==> config.mk <==
export PLATFORM = sky130hd
export DESIGN_NAME = ubx_frame_deframer_core
export DESIGN_NICKNAME = d
export VERILOG_FILES = /design/src/hdl/ubxd_pkg.sv /design/src/hdl/ubx_frame_deframer_core.sv /design/src/hdl/ubxd_parser.sv
export SDC_FILE = /design/constraint.sdc
export NUM_CORES = 1
export LEC_CHECK = 0
export ABC_AREA = 1
export BUFFER_PORTS_ARGS = -buffer_cell sky130_fd_sc_hd__buf_2
export CAP_MARGIN = 10
export CORE_MARGIN = 2
export CORE_UTILIZATION = 39
export DETAILED_ROUTE_END_ITERATION = 16
export GPL_ROUTABILITY_DRIVEN = 0
export GPL_TIMING_DRIVEN = 0
export PLACE_DENSITY = 0.55
export SLEW_MARGIN = 40
export SYNTH_ARGS = -nofsm -noshare
export SYNTH_HDL_FRONTEND = slang
export SYNTH_SLANG_ARGS = --single-unit
==> constraint.sdc <==
create_clock -name clk -period 8.6 [get_ports clk]
set_input_delay 0.43 -clock clk [delete_from_list [all_inputs] [get_ports clk]]
set_output_delay 0.43 -clock clk [all_outputs]
set_load 0.02 [all_outputs]
==> src/hdl/ubxd_pkg.sv <==
// Shared types, constants and helpers for the UBX byte-stream deframer.
package ubxd_pkg;

  // Input operation codes.
  localparam logic OP_DATA  = 1'b0;
  localparam logic OP_BREAK = 1'b1;

  // Sync pair and frame layout.
  localparam logic [7:0] SYNC_FIRST     = 8'hB5;
  localparam logic [7:0] SYNC_SECOND    = 8'h62;
  localparam logic [1:0] HEADER_LAST    = 2'd3;
  localparam logic [1:0] HEADER_LEN_LO  = 2'd2;
  localparam int         CHECKSUM_BYTES = 2;

  typedef enum logic [1:0] {
    PH_HUNT   = 2'd0,
    PH_SYNC1  = 2'd1,
    PH_HEADER = 2'd2,
    PH_BODY   = 2'd3
  } phase_t;

  // One result word as it leaves the parser.
  typedef struct packed {
    logic        valid;
    logic [7:0]  frame_byte;
    logic        first_of_frame;
    logic        last_of_frame;
    logic        aborted;
    logic [15:0] discarded_count;
  } result_t;

  // Saturating increment of the discard counter.
  function automatic logic [15:0] sat_inc(input logic [15:0] value);
    logic [15:0] r;
    r = (value == 16'hFFFF) ? value : value + 16'd1;
    return r;
  endfunction

endpackage

==> src/hdl/ubx_frame_deframer_core.sv <==
// Top level of the UBX byte-stream deframer: parser plus output register and skid stage.
//
// The block takes one received word per clock cycle while in_ready is high:
// either a data byte or a stream break. It hunts for the sync pair 0xB5 0x62,
// then passes on the four header bytes, the payload whose little-endian length
// sits in header bytes 2 and 3, and the two checksum bytes, marking the first
// and the last word of the frame. The first header word carries the number of
// bytes thrown away while hunting (saturating at 65535). A break inside a
// frame yields a single word with aborted set and all other fields zero; a
// break while hunting yields nothing. Every input word is handled in the cycle
// it is accepted, so the sustained rate is one word per cycle while in_ready is
// high, and its result is registered in the output or skid register. The state
// update of the parser is the only loop. Results sit in an output register
// backed by a one-word skid register, so input stays open while one result
// waits to be taken; in_ready falls only when both are full.
module ubx_frame_deframer_core (
  input  logic        clk,
  input  logic        rst,
  input  logic        in_valid,
  output logic        in_ready,
  input  logic        op,
  input  logic [7:0]  data_byte,
  output logic        out_valid,
  input  logic        out_ready,
  output logic [7:0]  frame_byte,
  output logic        first_of_frame,
  output logic        last_of_frame,
  output logic        aborted,
  output logic [15:0] discarded_count
);

  ubxd_pkg::result_t res;
  ubxd_pkg::result_t out_word;
  ubxd_pkg::result_t skid_word;
  logic              skid_valid;
  logic              step;
  logic              res_valid;

  // An input word is taken whenever the skid register is free.
  assign in_ready  = !skid_valid;
  assign step      = in_valid && in_ready;
  assign res_valid = res.valid;

  ubxd_parser u_parser (
    .clk       (clk),
    .rst       (rst),
    .step      (step),
    .op        (op),
    .data_byte (data_byte),
    .res       (res)
  );

  // Valid flags of the output and skid registers.
  always_ff @(posedge clk) begin
    if (rst) begin
      out_valid  <= 1'b0;
      skid_valid <= 1'b0;
    end else if (!out_valid || out_ready) begin
      if (skid_valid) begin
        out_valid  <= 1'b1;
        skid_valid <= res_valid;
      end else begin
        out_valid  <= res_valid;
      end
    end else if (res_valid) begin
      skid_valid <= 1'b1;
    end
  end

  // Payload of the output and skid registers; no reset needed.
  always_ff @(posedge clk) begin
    if (!out_valid || out_ready) begin
      if (skid_valid) begin
        out_word  <= skid_word;
        skid_word <= res;
      end else begin
        out_word  <= res;
      end
    end else if (res_valid) begin
      skid_word <= res;
    end
  end

  assign frame_byte      = out_word.frame_byte;
  assign first_of_frame  = out_word.first_of_frame;
  assign last_of_frame   = out_word.last_of_frame;
  assign aborted         = out_word.aborted;
  assign discarded_count = out_word.discarded_count;

`ifndef ASSERT_OFF
  a_skid_behind_out: assert property (@(posedge clk) disable iff (rst)
    skid_valid |-> out_valid)
    else $error("skid register full while output register empty");

  a_stall_to_skid: assert property (@(posedge clk) disable iff (rst)
    (res_valid && out_valid && !out_ready) |=> skid_valid)
    else $error("result lost while output stalled");

  a_skid_drains: assert property (@(posedge clk) disable iff (rst)
    (out_valid && out_ready && skid_valid) |=> out_valid)
    else $error("skid word not moved to output");
`endif

endmodule

==> src/hdl/ubxd_parser.sv <==
// Sync hunt and frame tracking state of the UBX deframer, one word per step.
module ubxd_parser (
  input  logic              clk,
  input  logic              rst,
  input  logic              step,
  input  logic              op,
  input  logic [7:0]        data_byte,
  output ubxd_pkg::result_t res
);

  ubxd_pkg::phase_t phase, phase_next;
  logic [1:0]       header_index, header_index_next;
  logic [7:0]       length_low, length_low_next;
  logic [16:0]      bytes_remaining, bytes_remaining_next;
  logic [15:0]      discard_counter, discard_counter_next;

  logic [15:0] count_once;
  logic [15:0] count_twice;
  logic [16:0] remaining_dec;

  assign count_once    = ubxd_pkg::sat_inc(discard_counter);
  assign count_twice   = ubxd_pkg::sat_inc(count_once);
  assign remaining_dec = (bytes_remaining != 17'd0) ? bytes_remaining - 17'd1 : 17'd0;

  // Next state.
  always_comb begin
    phase_next           = phase;
    header_index_next    = header_index;
    length_low_next      = length_low;
    bytes_remaining_next = bytes_remaining;
    discard_counter_next = discard_counter;
    if (step) begin
      if (op == ubxd_pkg::OP_BREAK) begin
        phase_next           = ubxd_pkg::PH_HUNT;
        header_index_next    = 2'd0;
        length_low_next      = 8'd0;
        bytes_remaining_next = 17'd0;
        discard_counter_next = 16'd0;
      end else begin
        unique case (phase)
          ubxd_pkg::PH_HUNT: begin
            if (data_byte == ubxd_pkg::SYNC_FIRST) begin
              phase_next = ubxd_pkg::PH_SYNC1;
            end else begin
              discard_counter_next = count_once;
            end
          end
          ubxd_pkg::PH_SYNC1: begin
            if (data_byte == ubxd_pkg::SYNC_SECOND) begin
              phase_next        = ubxd_pkg::PH_HEADER;
              header_index_next = 2'd0;
            end else if (data_byte == ubxd_pkg::SYNC_FIRST) begin
              discard_counter_next = count_once;
            end else begin
              discard_counter_next = count_twice;
              phase_next           = ubxd_pkg::PH_HUNT;
            end
          end
          ubxd_pkg::PH_HEADER: begin
            if (header_index == 2'd0) begin
              discard_counter_next = 16'd0;
            end
            if (header_index == ubxd_pkg::HEADER_LEN_LO) begin
              length_low_next = data_byte;
            end
            if (header_index == ubxd_pkg::HEADER_LAST) begin
              bytes_remaining_next = {1'b0, data_byte, length_low}
                                     + 17'(ubxd_pkg::CHECKSUM_BYTES);
              header_index_next    = 2'd0;
              phase_next           = ubxd_pkg::PH_BODY;
            end else begin
              header_index_next = header_index + 2'd1;
            end
          end
          ubxd_pkg::PH_BODY: begin
            bytes_remaining_next = remaining_dec;
            if (remaining_dec == 17'd0) begin
              phase_next        = ubxd_pkg::PH_HUNT;
              header_index_next = 2'd0;
            end
          end
          default: begin
            phase_next = ubxd_pkg::PH_HUNT;
          end
        endcase
      end
    end
  end

  // Result of the current word.
  always_comb begin
    res = '0;
    if (step) begin
      if (op == ubxd_pkg::OP_BREAK) begin
        res.valid   = (phase == ubxd_pkg::PH_HEADER) || (phase == ubxd_pkg::PH_BODY);
        res.aborted = res.valid;
      end else begin
        unique case (phase)
          ubxd_pkg::PH_HEADER: begin
            res.valid          = 1'b1;
            res.frame_byte     = data_byte;
            res.first_of_frame = (header_index == 2'd0);
            if (header_index == 2'd0) begin
              res.discarded_count = discard_counter;
            end
          end
          ubxd_pkg::PH_BODY: begin
            res.valid         = 1'b1;
            res.frame_byte    = data_byte;
            res.last_of_frame = (remaining_dec == 17'd0);
          end
          default: begin
            res = '0;
          end
        endcase
      end
    end
  end

  always_ff @(posedge clk) begin
    if (rst) begin
      phase           <= ubxd_pkg::PH_HUNT;
      header_index    <= 2'd0;
      length_low      <= 8'd0;
      bytes_remaining <= 17'd0;
      discard_counter <= 16'd0;
    end else begin
      phase           <= phase_next;
      header_index    <= header_index_next;
      length_low      <= length_low_next;
      bytes_remaining <= bytes_remaining_next;
      discard_counter <= discard_counter_next;
    end
  end

`ifndef ASSERT_OFF
  a_break_restarts: assert property (@(posedge clk) disable iff (rst)
    (step && op == ubxd_pkg::OP_BREAK) |=>
      (phase == ubxd_pkg::PH_HUNT && discard_counter == 16'd0))
    else $error("break did not restart the hunt");

  a_first_clears_count: assert property (@(posedge clk) disable iff (rst)
    (res.valid && res.first_of_frame) |=> (discard_counter == 16'd0))
    else $error("discard count not cleared after first header byte");

  a_abort_clean: assert property (@(posedge clk) disable iff (rst)
    res.aborted |-> (res.frame_byte == 8'd0 && !res.first_of_frame &&
                     !res.last_of_frame && res.discarded_count == 16'd0))
    else $error("aborted word carries data");

  a_body_index: assert property (@(posedge clk) disable iff (rst)
    (phase == ubxd_pkg::PH_BODY) |-> (header_index == 2'd0 && bytes_remaining != 17'd0))
    else $error("body phase with stale header index or no bytes left");
`endif

endmodule

==> metrics, run 1 <==
Post-DP HPWL 11500 microns; Chip Width 129 microns; WL/cell 14.0 microns; dpl cell area 6560 sq um; Fin. Hold Viols 0; GRT overflow 0; Most used DFF post-synth edfxtp_1; Area Overhead vs Synth 12.7%; DRT Wirelength 15000 microns; RSZ-0062 raised after global routing false; total iterations of the first detailed-routing run 5; Tcrit/Tclk final 0.327; critical path class flip-flop to flip-flop; CORE AREA 15200 sq um; First DRT Iteration DRCs about 520; Post-synth ARST share 0; Chip Height 129 microns; register area share after synthesis 0.422; PostCTS Resize Cnt 0; Tmin final 2.81 ns; Crit. End Element flip-flop; WP buf/inv 2; CP top delay family simple AND/OR/NAND/NOR gates; Initial Util 0.400; Clk pin slew, worst setup/hold paths 0.08 ns; EDFF count, synth 54; CTS Hold Buffers Added 0; worst path arrival time around 3 ns; CTS H-tree lvls 3; post-route cell area 6850 sq um; GRT Total Usage 0.188; slowest CP cell dfxtp_1; drc violations 0; DP Cell Count 1056; setup tns final 0 ns; Slew HR 0.521; Req. time, crit path 8.82 ns; Area contributors post-synth edfxtp_1, dfxtp_1, nand2_1; vias per inst 5.06; Setup Viol. Count Final 0; Syn Inst Count 826; CTS max path bufs 2; Yosys reg bits 101; largest area contributor in the netlist edfxtp_1; worst-skew pair later-pin latency roughly 0.36 ns; DR vias 5419; first-pass GRT wire length 24800 microns; Worst path max stage delay 0.40 ns; boundary pin count 42; Lkg Pwr between 2 and 3 nW; syn avg cell area about 7.4 sq um; Nets 904; Clock Sinks 101; DRT antenna net count 0; port bufs 41; post-synth cell types 41; max_cap viols 0; CP Launch Type flip-flop; Die Area between 15000 and 20000 sq um; share of the synthesized area in the top cell type 0.267; initial antenna violation count 0; layout cells sized above 1 0.109; run status finished clean; fillers 1536; crit-path max FO 5; Mapped Nets 851; CP Cell Sequence ha_1 > inv_1 > nor2_4 > nand2_4 > o21bai_1 > nand2_1 > inv_1 > ha_1 > nand3_2 > nor3_1 > nand2_2 > nor2_1 > nand3_1 > nand3_1 > a21oi_1; postcts setup bufs 0; max-slew violations 0; vias in the first global route around 5000; FMAX around 360 MHz; VDD IR-drop max 87.5 uV; CTS root buf clkbuf_16; synthesized cell area 6080 sq um; largest net degree at the start of global routing 32; TritonCTS buffer count 9; Non-Filler Instances 1072; Tightest Pin Transition 0.715 ns; clk_skew between 0.01 and 0.015 ns; PwrDens approximately 140 nW/um^2; worst hold path class input pin to flip-flop; Antenna diodes 0; Syn. warnings 0; CTS tree yes; row count 45
## state kept, by name, summed over array words and instances, names as in the netlist
signal / flops
u_parser.phase: 2
out_valid: 1
skid_word: 27
first_of_frame: 1
discarded_count: 16
last_of_frame: 1
frame_byte: 8
u_parser.length_low: 8
aborted: 1
u_parser.header_index: 2
skid_valid: 1
u_parser.bytes_remaining: 17
u_parser.discard_counter: 16
## power by group
part	leakage [nW]	internal (mW)	switching, mW
clock network	0.140	0.227	0.186
logic	1.69	0.0203	0.0449
registers	0.904	0.507	0.00520
## cells in the mapped netlist, types with 12 or more instances
cell type	instances
dfxtp_1	47
nand3_1	55
o211ai_1	12
clkbuf_1	23
nand4_1	18
xor2_1	18
inv_1	75
nor2_1	107
edfxtp_1	54
a21oi_1	52
ha_1	12
nand2_1	232
o21ai_0	51
## kinds of logic (layout without fill, tap and decap cells)
group           count (synthesis)  in the layout  share of synthesized area
fa+ha+maj                      12             12                     0.0247
simple gates                  450            450                      0.325
xor+xnor                       25             25                     0.0360
buf+inv                       106            164                     0.0694
compound gates                132            132                      0.123
flops                         101            101                      0.422
## worst register-to-register path, cell delays in order (launching register included)
cell and delay [ns]:
dfxtp_1 0.40, ha_1 0.27, inv_1 0.11, nor2_4 0.18, nand2_4 0.12, o21bai_1 0.19
nand2_1 0.11, inv_1 0.09, ha_1 0.20, nand3_2 0.14, nor3_1 0.35, nand2_2 0.12
nor2_1 0.16, nand3_1 0.09, nand3_1 0.09, a21oi_1 0.06
## routing by layer
layer / part of all wire / track usage / routed length (microns) / vias to the layer above
met4: 0.010 / 0.0505 / 153 / 0
met1: 0.54 / 0.288 / 8150 / 2463
li1: - / - / - / 2837
met2: 0.41 / 0.276 / 6170 / 107
met5: 0 / 0 / 0 / -
met3: 0.035 / 0.0274 / 532 / 12
## path summary, 6_finish.rpt
check	endpoint	cells after the start	start	slack, ns
hold / removal	u_parser.length_low[5]	3	data_byte[5]	0.42
setup reg to reg	u_parser.discard_counter[10]	15	u_parser.discard_counter[0]	5.79
setup / recovery	u_parser.discard_counter[10]	15	u_parser.discard_counter[0]	5.79
hold reg to reg	u_parser.bytes_remaining[0]	2	u_parser.bytes_remaining[0]	0.47
## area by class of cell
type / instances / area, sq um / share of cell area
flip-flops and latches: 101 / 2560 / 0.374
clock inverters: 5 / 60.1 / 0.00877
repair buffers: 42 / 233 / 0.0340
clock buffers: 11 / 233 / 0.0340
well taps: 188 / 235 / 0.0343
inverters: 79 / 299 / 0.0437
plain buffers: 27 / 123 / 0.0179
multi-input cells: 619 / 3110 / 0.453
## metrics by stage
step	utilization	total power, mW	hold slack, ns	setup WS (ns)
after detailed placement	0.431	0.588	0.461	5.81
after floorplan	-	0.565	0.445	4.98
final	0.451	0.991	0.422	5.79
after global routing	0.451	1.02	0.450	5.53
after CTS	0.451	0.999	0.422	5.79
after global placement	0.429	0.588	0.457	3.79
## layout by cell type (no fill, tap or decap), drive strengths merged, types with 2 or more instances in the layout
| cell type | synthesis | final |
|---|---|---|
| nand2 | 244 | 244 |
| nor2 | 115 | 115 |
| inv | 79 | 80 |
| nand3 | 58 | 58 |
| edfxtp | 54 | 54 |
| a21oi | 54 | 54 |
| o21ai | 54 | 54 |
| dfxtp | 47 | 47 |
| buf | 4 | 46 |
| clkbuf | 23 | 34 |
| nand4 | 20 | 20 |
| xor2 | 18 | 18 |
| o211ai | 12 | 12 |
| ha | 12 | 12 |
| xnor2 | 7 | 7 |
| nor3 | 6 | 6 |
| o21bai | 6 | 6 |
| nor4 | 3 | 3 |
| a211oi | 2 | 2 |
| nand3b | 2 | 2 |
| clkinv | 0 | 2 |
(Power assumes the default switching activity.)
==> run 2, diff against run 1 <==
--- a/config.mk
+++ b/config.mk
@@ -13,7 +13,7 @@
 export DETAILED_ROUTE_END_ITERATION = 16
 export GPL_ROUTABILITY_DRIVEN = 0
 export GPL_TIMING_DRIVEN = 0
-export PLACE_DENSITY = 0.55
+export PLACE_DENSITY = 0.57
 export SLEW_MARGIN = 40
 export SYNTH_ARGS = -nofsm -noshare
 export SYNTH_HDL_FRONTEND = slang
==> constraint.sdc (replaced) <==
create_clock -name clk -period 2.5 [get_ports clk]
set_input_delay 0.125 -clock clk [delete_from_list [all_inputs] [get_ports clk]]
set_output_delay 0.125 -clock clk [all_outputs]
set_load 0.02 [all_outputs]
==> run 2 against run 1 <==
  * Die area is the same
  * Combinational power increased to 3.8 times the previous value
  * Design area up 4.0%
  * Core utilization rose by 1.8 points
  * Via count rose by 3.1%
  * Register-to-register slack worse by 5.7 ns
  * Wire length grew 5.5%
  * Setup slack worse by 5.7 ns
==> metrics, run 2 (synthesis gave the netlist of run 1 again) <==
crit-path max FO 5; Req. time, crit path about 2.7 ns; clk_skew 0.00927 ns; max-slew violations 0; dpl cell area approximately 6500 sq um; RSZ-0062 raised after global routing true; Area Overhead vs Synth 17.3%; GRT Total Usage 0.195; Clock Sinks 101; post-layout util 0.469; largest net degree at the start of global routing 33; most frequent cells in the layout nand2_1, nor2_1, inv_1; initial antenna violation count 0; CTS H-tree lvls 3; total power 3.46 mW; run status finished clean; CTS max path bufs 2; Tcrit/Tclk final 0.948; layout cells sized above 1 0.169; Initial Util 0.400; DR vias 5589; GRT overflow 0; FMAX 422 MHz; PwrDens 486 nW/um^2; Chip Width 129 microns; Comb power frac 0.072; First DRT Iteration DRCs 460; Top reg by flops skid_word; boundary pin count between 40 and 50; Int Power 2.64 mW; Flop pwr share 0.509; Lkg Pwr 2.82 nW; Clk pin slew, worst setup/hold paths roughly 0.070 ns; clock share of power 0.419; Antenna diodes 0; WL/cell 14.6 microns; post-route cell area 7130 sq um; total iterations of the first detailed-routing run 7; largest registers skid_word x27, u_parser.bytes_remaining x17; TritonCTS buffer count 9; first-pass GRT wire length 25300 microns; Switch Pwr around 0.83 mW; VDD IR-drop max around 350 uV; Net Sw Frac 0.239; vias per inst around 5.2; CORE AREA 15200 sq um; CP Launch Type flip-flop; worst-skew pair later-pin latency 0.36 ns; worst path arrival time 2.59 ns; vias in the first global route between 4000 and 5000; Chip Height 129 microns; Nets 914; Post-DP HPWL 11900 microns; max FFs per register 27; fillers 1502; max_cap viols 0; CTS tree yes; Slew HR 0.510; row count between 40 and 50; DRT Wirelength 15800 microns; Fin. Hold Viols 0; multi-input logic area 3260 sq um; register area 2590 sq um; port bufs 41; CTS root buf clkbuf_16; Die Area approximately 17000 sq um; Tightest Pin Transition between 0.7 and 0.8 ns; Tmin final 2.37 ns; worst hold path class input pin to flip-flop; critical path class flip-flop to flip-flop; Setup Viol. Count Final 0; Crit. End Element flip-flop; commonest non-fill, non-tap cell in the layout nand2_1; DRT antenna net count 0; drc violations 0
==> run 2: cell count changes in the layout (fill, tap and decap cells not counted), moves of 3 or more <==
cell | previous run | this run
inv_2 | 3 | 6
ha_1 | 12 | 9
dfxtp_1 | 47 | 31
nand2_2 | 9 | 15
inv_1 | 75 | 72
nor2_2 | 2 | 7
buf_4 | 0 | 11
nor2_1 | 107 | 100
nand3_4 | 0 | 3
nand2_1 | 231 | 225
clkbuf_1 | 25 | 21
dfxtp_2 | 0 | 14
==> run 2: worst paths after layout <==
path         slack (ns)                   startpoint                           to  cells after the start
max                0.13  u_parser.discard_counter[1]  u_parser.discard_counter[1]                     18
min                0.12                 data_byte[4]       u_parser.length_low[4]                      3
max reg2reg        0.13  u_parser.discard_counter[1]  u_parser.discard_counter[1]                     18
min reg2reg        0.47  u_parser.bytes_remaining[0]  u_parser.bytes_remaining[0]                      2
==> run 2: critical path, cell delays in order (launching register included) <==
cell	delay (ns)
dfxtp_4	0.38
ha_4	0.14
inv_2	0.04
nor2_4	0.16
nand2_4	0.13
o21bai_4	0.17
nand2_2	0.09
inv_2	0.08
ha_4	0.15
nand3_4	0.10
nor2_4	0.16
nand3_4	0.12
buf_8	0.16
nand2_2	0.04
nand2_1	0.06
nand3_1	0.06
nand2_1	0.06
nand2_2	0.09
a21oi_2	0.04
==> run 2: per-stage QoR <==
stage               setup TNS [ns]  std cells  hold slack (ns)  worst slack, ns
floorplan                        0        826            0.306           0.0994
global placement            -13.00       1055            0.456           -0.364
detailed placement           -2.82       1055            0.459           -0.260
CTS                              0       1073            0.117          0.00483
global route               -0.0769       1082            0.127          -0.0374
finish                           0       1082            0.119            0.130
==> run 2: per-layer routing <==
layer | GRT usage | wire length, microns | up-vias
met2 | 0.281 | 6590 | 150
li1 | - | - | 2853
met4 | 0.0575 | 251 | 0
met3 | 0.0374 | 763 | 20
met1 | 0.294 | 8210 | 2566
met5 | 0 | 0 | -
==> run 2: cell type report <==
| class | instances | area share |
|---|---|---|
| Clock inverter | 5 | 0.00825 |
| Tap cell | 188 | 0.0330 |
| Buffer | 25 | 0.0172 |
| Multi-Input combinational cell | 620 | 0.457 |
| Sequential cell | 101 | 0.363 |
| Inverter | 79 | 0.0420 |
| Timing Repair Buffer | 53 | 0.0456 |
| Clock buffer | 11 | 0.0341 |
==> run 2: power by group through the flow <==
stage	sequential [mW]	clock, mW	combinational (mW)
final	1.76	1.45	0.250
after floorplan	1.80	0	0.149
after global placement	1.80	0	0.223
after detailed placement	1.80	0	0.223
after global routing	1.76	1.53	0.279
after CTS	1.76	1.46	0.228
==> run 2: repair_timing <==
item | 4_1_cts | 5_1_grt
pin swaps | 4 | 15
hold buffers | 0 | 0
cloned | 1 | 1
resized for setup | 16 | 43
buffers inserted | 1 | 10
setup endpoints to repair | 52 | 60
hold endpoints to repair | 0 | 0
==> run 3, diff against run 2 <==
--- a/config.mk
+++ b/config.mk
@@ -5,7 +5,6 @@
 export SDC_FILE = /design/constraint.sdc
 export NUM_CORES = 1
 export LEC_CHECK = 0
-export ABC_AREA = 1
 export BUFFER_PORTS_ARGS = -buffer_cell sky130_fd_sc_hd__buf_2
 export CAP_MARGIN = 10
 export CORE_MARGIN = 2
@@ -14,6 +13,7 @@
 export GPL_ROUTABILITY_DRIVEN = 0
 export GPL_TIMING_DRIVEN = 0
 export PLACE_DENSITY = 0.57
+export SKIP_LAST_GASP = 1
 export SLEW_MARGIN = 40
 export SYNTH_ARGS = -nofsm -noshare
 export SYNTH_HDL_FRONTEND = slang
==> run 3 against run 2 <==
  * The run now ends with setup timing left
  * Largest power group unchanged
  * Worst hold slack gained 0.14 ns
  * Synthesized cell count down 19%
  * Synthesized area up 1.5%
  * Core utilization grew 3.1 points
  * First-iteration DRC count increased by 54%
  * Register-to-register slack lost 0.60 ns
  * Count of clock-buffer cells in the layout is 2 lower
  * Clock power about the same
  * Critical endpoint is now u_parser.discard_counter[2]
==> metrics, run 3 <==
run status complete, but fails checks; failing checks setup timing; max FFs per register 27; EDFF count, synth between 50 and 60; Chip Width 130 microns; Nets slightly below 800; max-slew violations 0; Post-synth ARST share 0; WL/cell 18.9 microns; Clk pin slew, worst setup/hold paths 0.08 ns; crit-path max FO 5; Top reg by flops skid_word; GRT overflow 0; largest area contributor in the netlist edfxtp_1; vias per inst 5.88; critical path class flip-flop to flip-flop; Req. time, crit path ~2.8 ns; Hold Worst Slack 0.258 ns; DRT Wirelength roughly 18000 microns; layout cells sized above 1 0.250; FMAX 337 MHz; register area share after synthesis 0.415; CP Launch Type flip-flop; first-pass GRT wire length 29100 microns; most frequent cells in the layout edfxtp_1, nor2_1, nand2_1; First DRT Iteration DRCs 708; VDD IR-drop max 349 uV; Setup Viol. Count Final 20; share of the synthesized area in the top cell type 0.263; Chip Height 130 microns; Clock Sinks 101; Worst path max stage delay 0.57 ns; Tmin final ~3.0 ns; Area contributors post-synth edfxtp_1, dfxtp_1, a21o_1; Slew HR 0.545; Tightest Pin Transition 0.676 ns; initial antenna violation count 0; CTS Hold Buffers Added 0; worst path arrival time 3.23 ns; Mapped Nets 695; Crit. End Element flip-flop; Syn Inst Count 670; Fin. Hold Viols 0; GRT Total Usage 0.224; clk_skew around 0.012 ns; PwrDens 464 nW/um^2; CTS root buf clkbuf_16; CTS H-tree lvls 3; total iterations of the first detailed-routing run 6; CP Cell Sequence ha_4 > nand4_4 > or4_4 > mux2i_4 > inv_1 > ha_2 > inv_2 > a31o_4 > o21ba_4 > a41oi_4 > buf_6 > nand4_1 > a211oi_2 > o21bai_1; Yosys reg bits 101; Post-synth top cells edfxtp_1, nor2_1, nand2_1; Initial Util 0.403; worst-skew pair later-pin latency 0.37 ns; syn avg cell area between 9 and 10 sq um; DRT antenna net count 0; Antenna diodes 0; Post-DP HPWL approximately 13000 microns; TritonCTS buffer count 9; port bufs 36; boundary pin count 42; largest registers skid_word x27, u_parser.bytes_remaining x17; vias in the first global route 5437; drc violations 0; Area Overhead vs Synth 24.1%; CTS tree yes; synthesized cell area roughly 6000 sq um; setup tns final -6.82 ns; post-synth cell types 78; Tcrit/Tclk final 1.19; CTS max path bufs 2; slowest CP cell or4_4; max_cap viols 0; Syn. warnings 0; CORE AREA between 15000 and 20000 sq um; worst hold path class input pin to flip-flop; row count 45; DR vias 5703; Die Area 16800 sq um; largest net degree at the start of global routing 32; commonest non-fill, non-tap cell in the layout edfxtp_1; worst setup margin -0.471 ns; Lkg Pwr between 3 and 4 nW; RSZ-0062 raised after global routing true; Most used DFF post-synth edfxtp_1
## run 3: changes by cell type after synthesis, sizes merged, moves of 9 or more
| cell | previous run | this run |
|---|---|---|
| buf | 4 | 19 |
| o21ai | 54 | 36 |
| mux2i | 0 | 12 |
| nor3 | 6 | 21 |
| and2 | 0 | 27 |
| nand3 | 58 | 22 |
| xnor2 | 7 | 21 |
| a22oi | 0 | 9 |
| a21o | 0 | 31 |
| nand2 | 244 | 51 |
| nor2 | 115 | 55 |
| inv | 79 | 18 |
| a21oi | 54 | 37 |
| and3 | 0 | 10 |
## run 3: cell type report
class	instances	area, sq um
clock buffer	9	225
inverter	18	70.1
sequential	101	2590
clock inverter	7	81.3
multi-input combinational	505	3660
tap	211	264
timing repair buffer	79	518
fill	1470	7660
buffer	40	248
## run 3: routing by layer
layer | wire length, microns | up-vias | track usage
met5 | 0 | - | 0
met4 | 491 | 0 | 0.0816
met3 | 1520 | 47 | 0.0463
met2 | 7910 | 287 | 0.328
met1 | 8440 | 2716 | 0.325
li1 | - | 2653 | -
## run 3: through the flow
| stage | setup WS (ns) | instance area, sq um | utilization | power (mW) | instances |
|---|---|---|---|---|---|
| after floorplan | -0.406 | 6300 | - | 1.98 | 670 |
| after global routing | -0.570 | 7660 | 0.500 | 3.68 | 970 |
| after global placement | -0.786 | 6740 | 0.440 | 2.06 | 917 |
| after CTS | -0.558 | 7430 | 0.485 | 3.57 | 956 |
| final | -0.471 | 7660 | 0.500 | 3.55 | 970 |
| after detailed placement | -0.832 | 6770 | 0.442 | 2.07 | 919 |
## run 3: cells by family (layout without fill, tap and decap cells)
group,after synthesis,in the layout,share of synthesized area
AOI/OAI and AO/OA,184,184,0.206
and+or+nand+nor,264,264,0.243
adders and majority gates,12,12,0.0243
xor gates and xnor gates,32,32,0.0454
buffers and inverters,64,153,0.0448
DFF,101,101,0.415
muxes,13,13,0.0213
## run 3: report_power, final
part           switching [mW]  internal (mW)  total [mW]
clock network           0.741          0.721        1.46
registers              0.0168           1.74        1.76
logic                   0.201          0.134       0.335
## run 3: worst max-delay path: cells and delay by family, from the launching register on
family / cells / cell delay, ns
compound gates: 5 / 0.87
simple gates: 3 / 0.75
flops: 1 / 0.37
fa+ha+maj: 2 / 0.35
buf+inv: 3 / 0.31
mux: 1 / 0.21
## run 3: what timing repair did
action,4_1_cts,5_1_grt
pin swaps,28,17
buffers inserted,26,16
gates cloned,1,0
setup endpoints to repair,37,51
resized for setup,51,40
## run 3: final timing paths
kind / startpoint / endpoint / slack (ns) / cells past startpoint
worst max-delay path: u_parser.discard_counter[1] / u_parser.discard_counter[2] / -0.47 / 14
worst min-delay path: data_byte[0] / skid_word[19] / 0.26 / 2
worst max register to register: u_parser.discard_counter[1] / u_parser.discard_counter[2] / -0.47 / 14
worst min register to register: u_parser.header_index[0] / u_parser.header_index[0] / 0.50 / 2
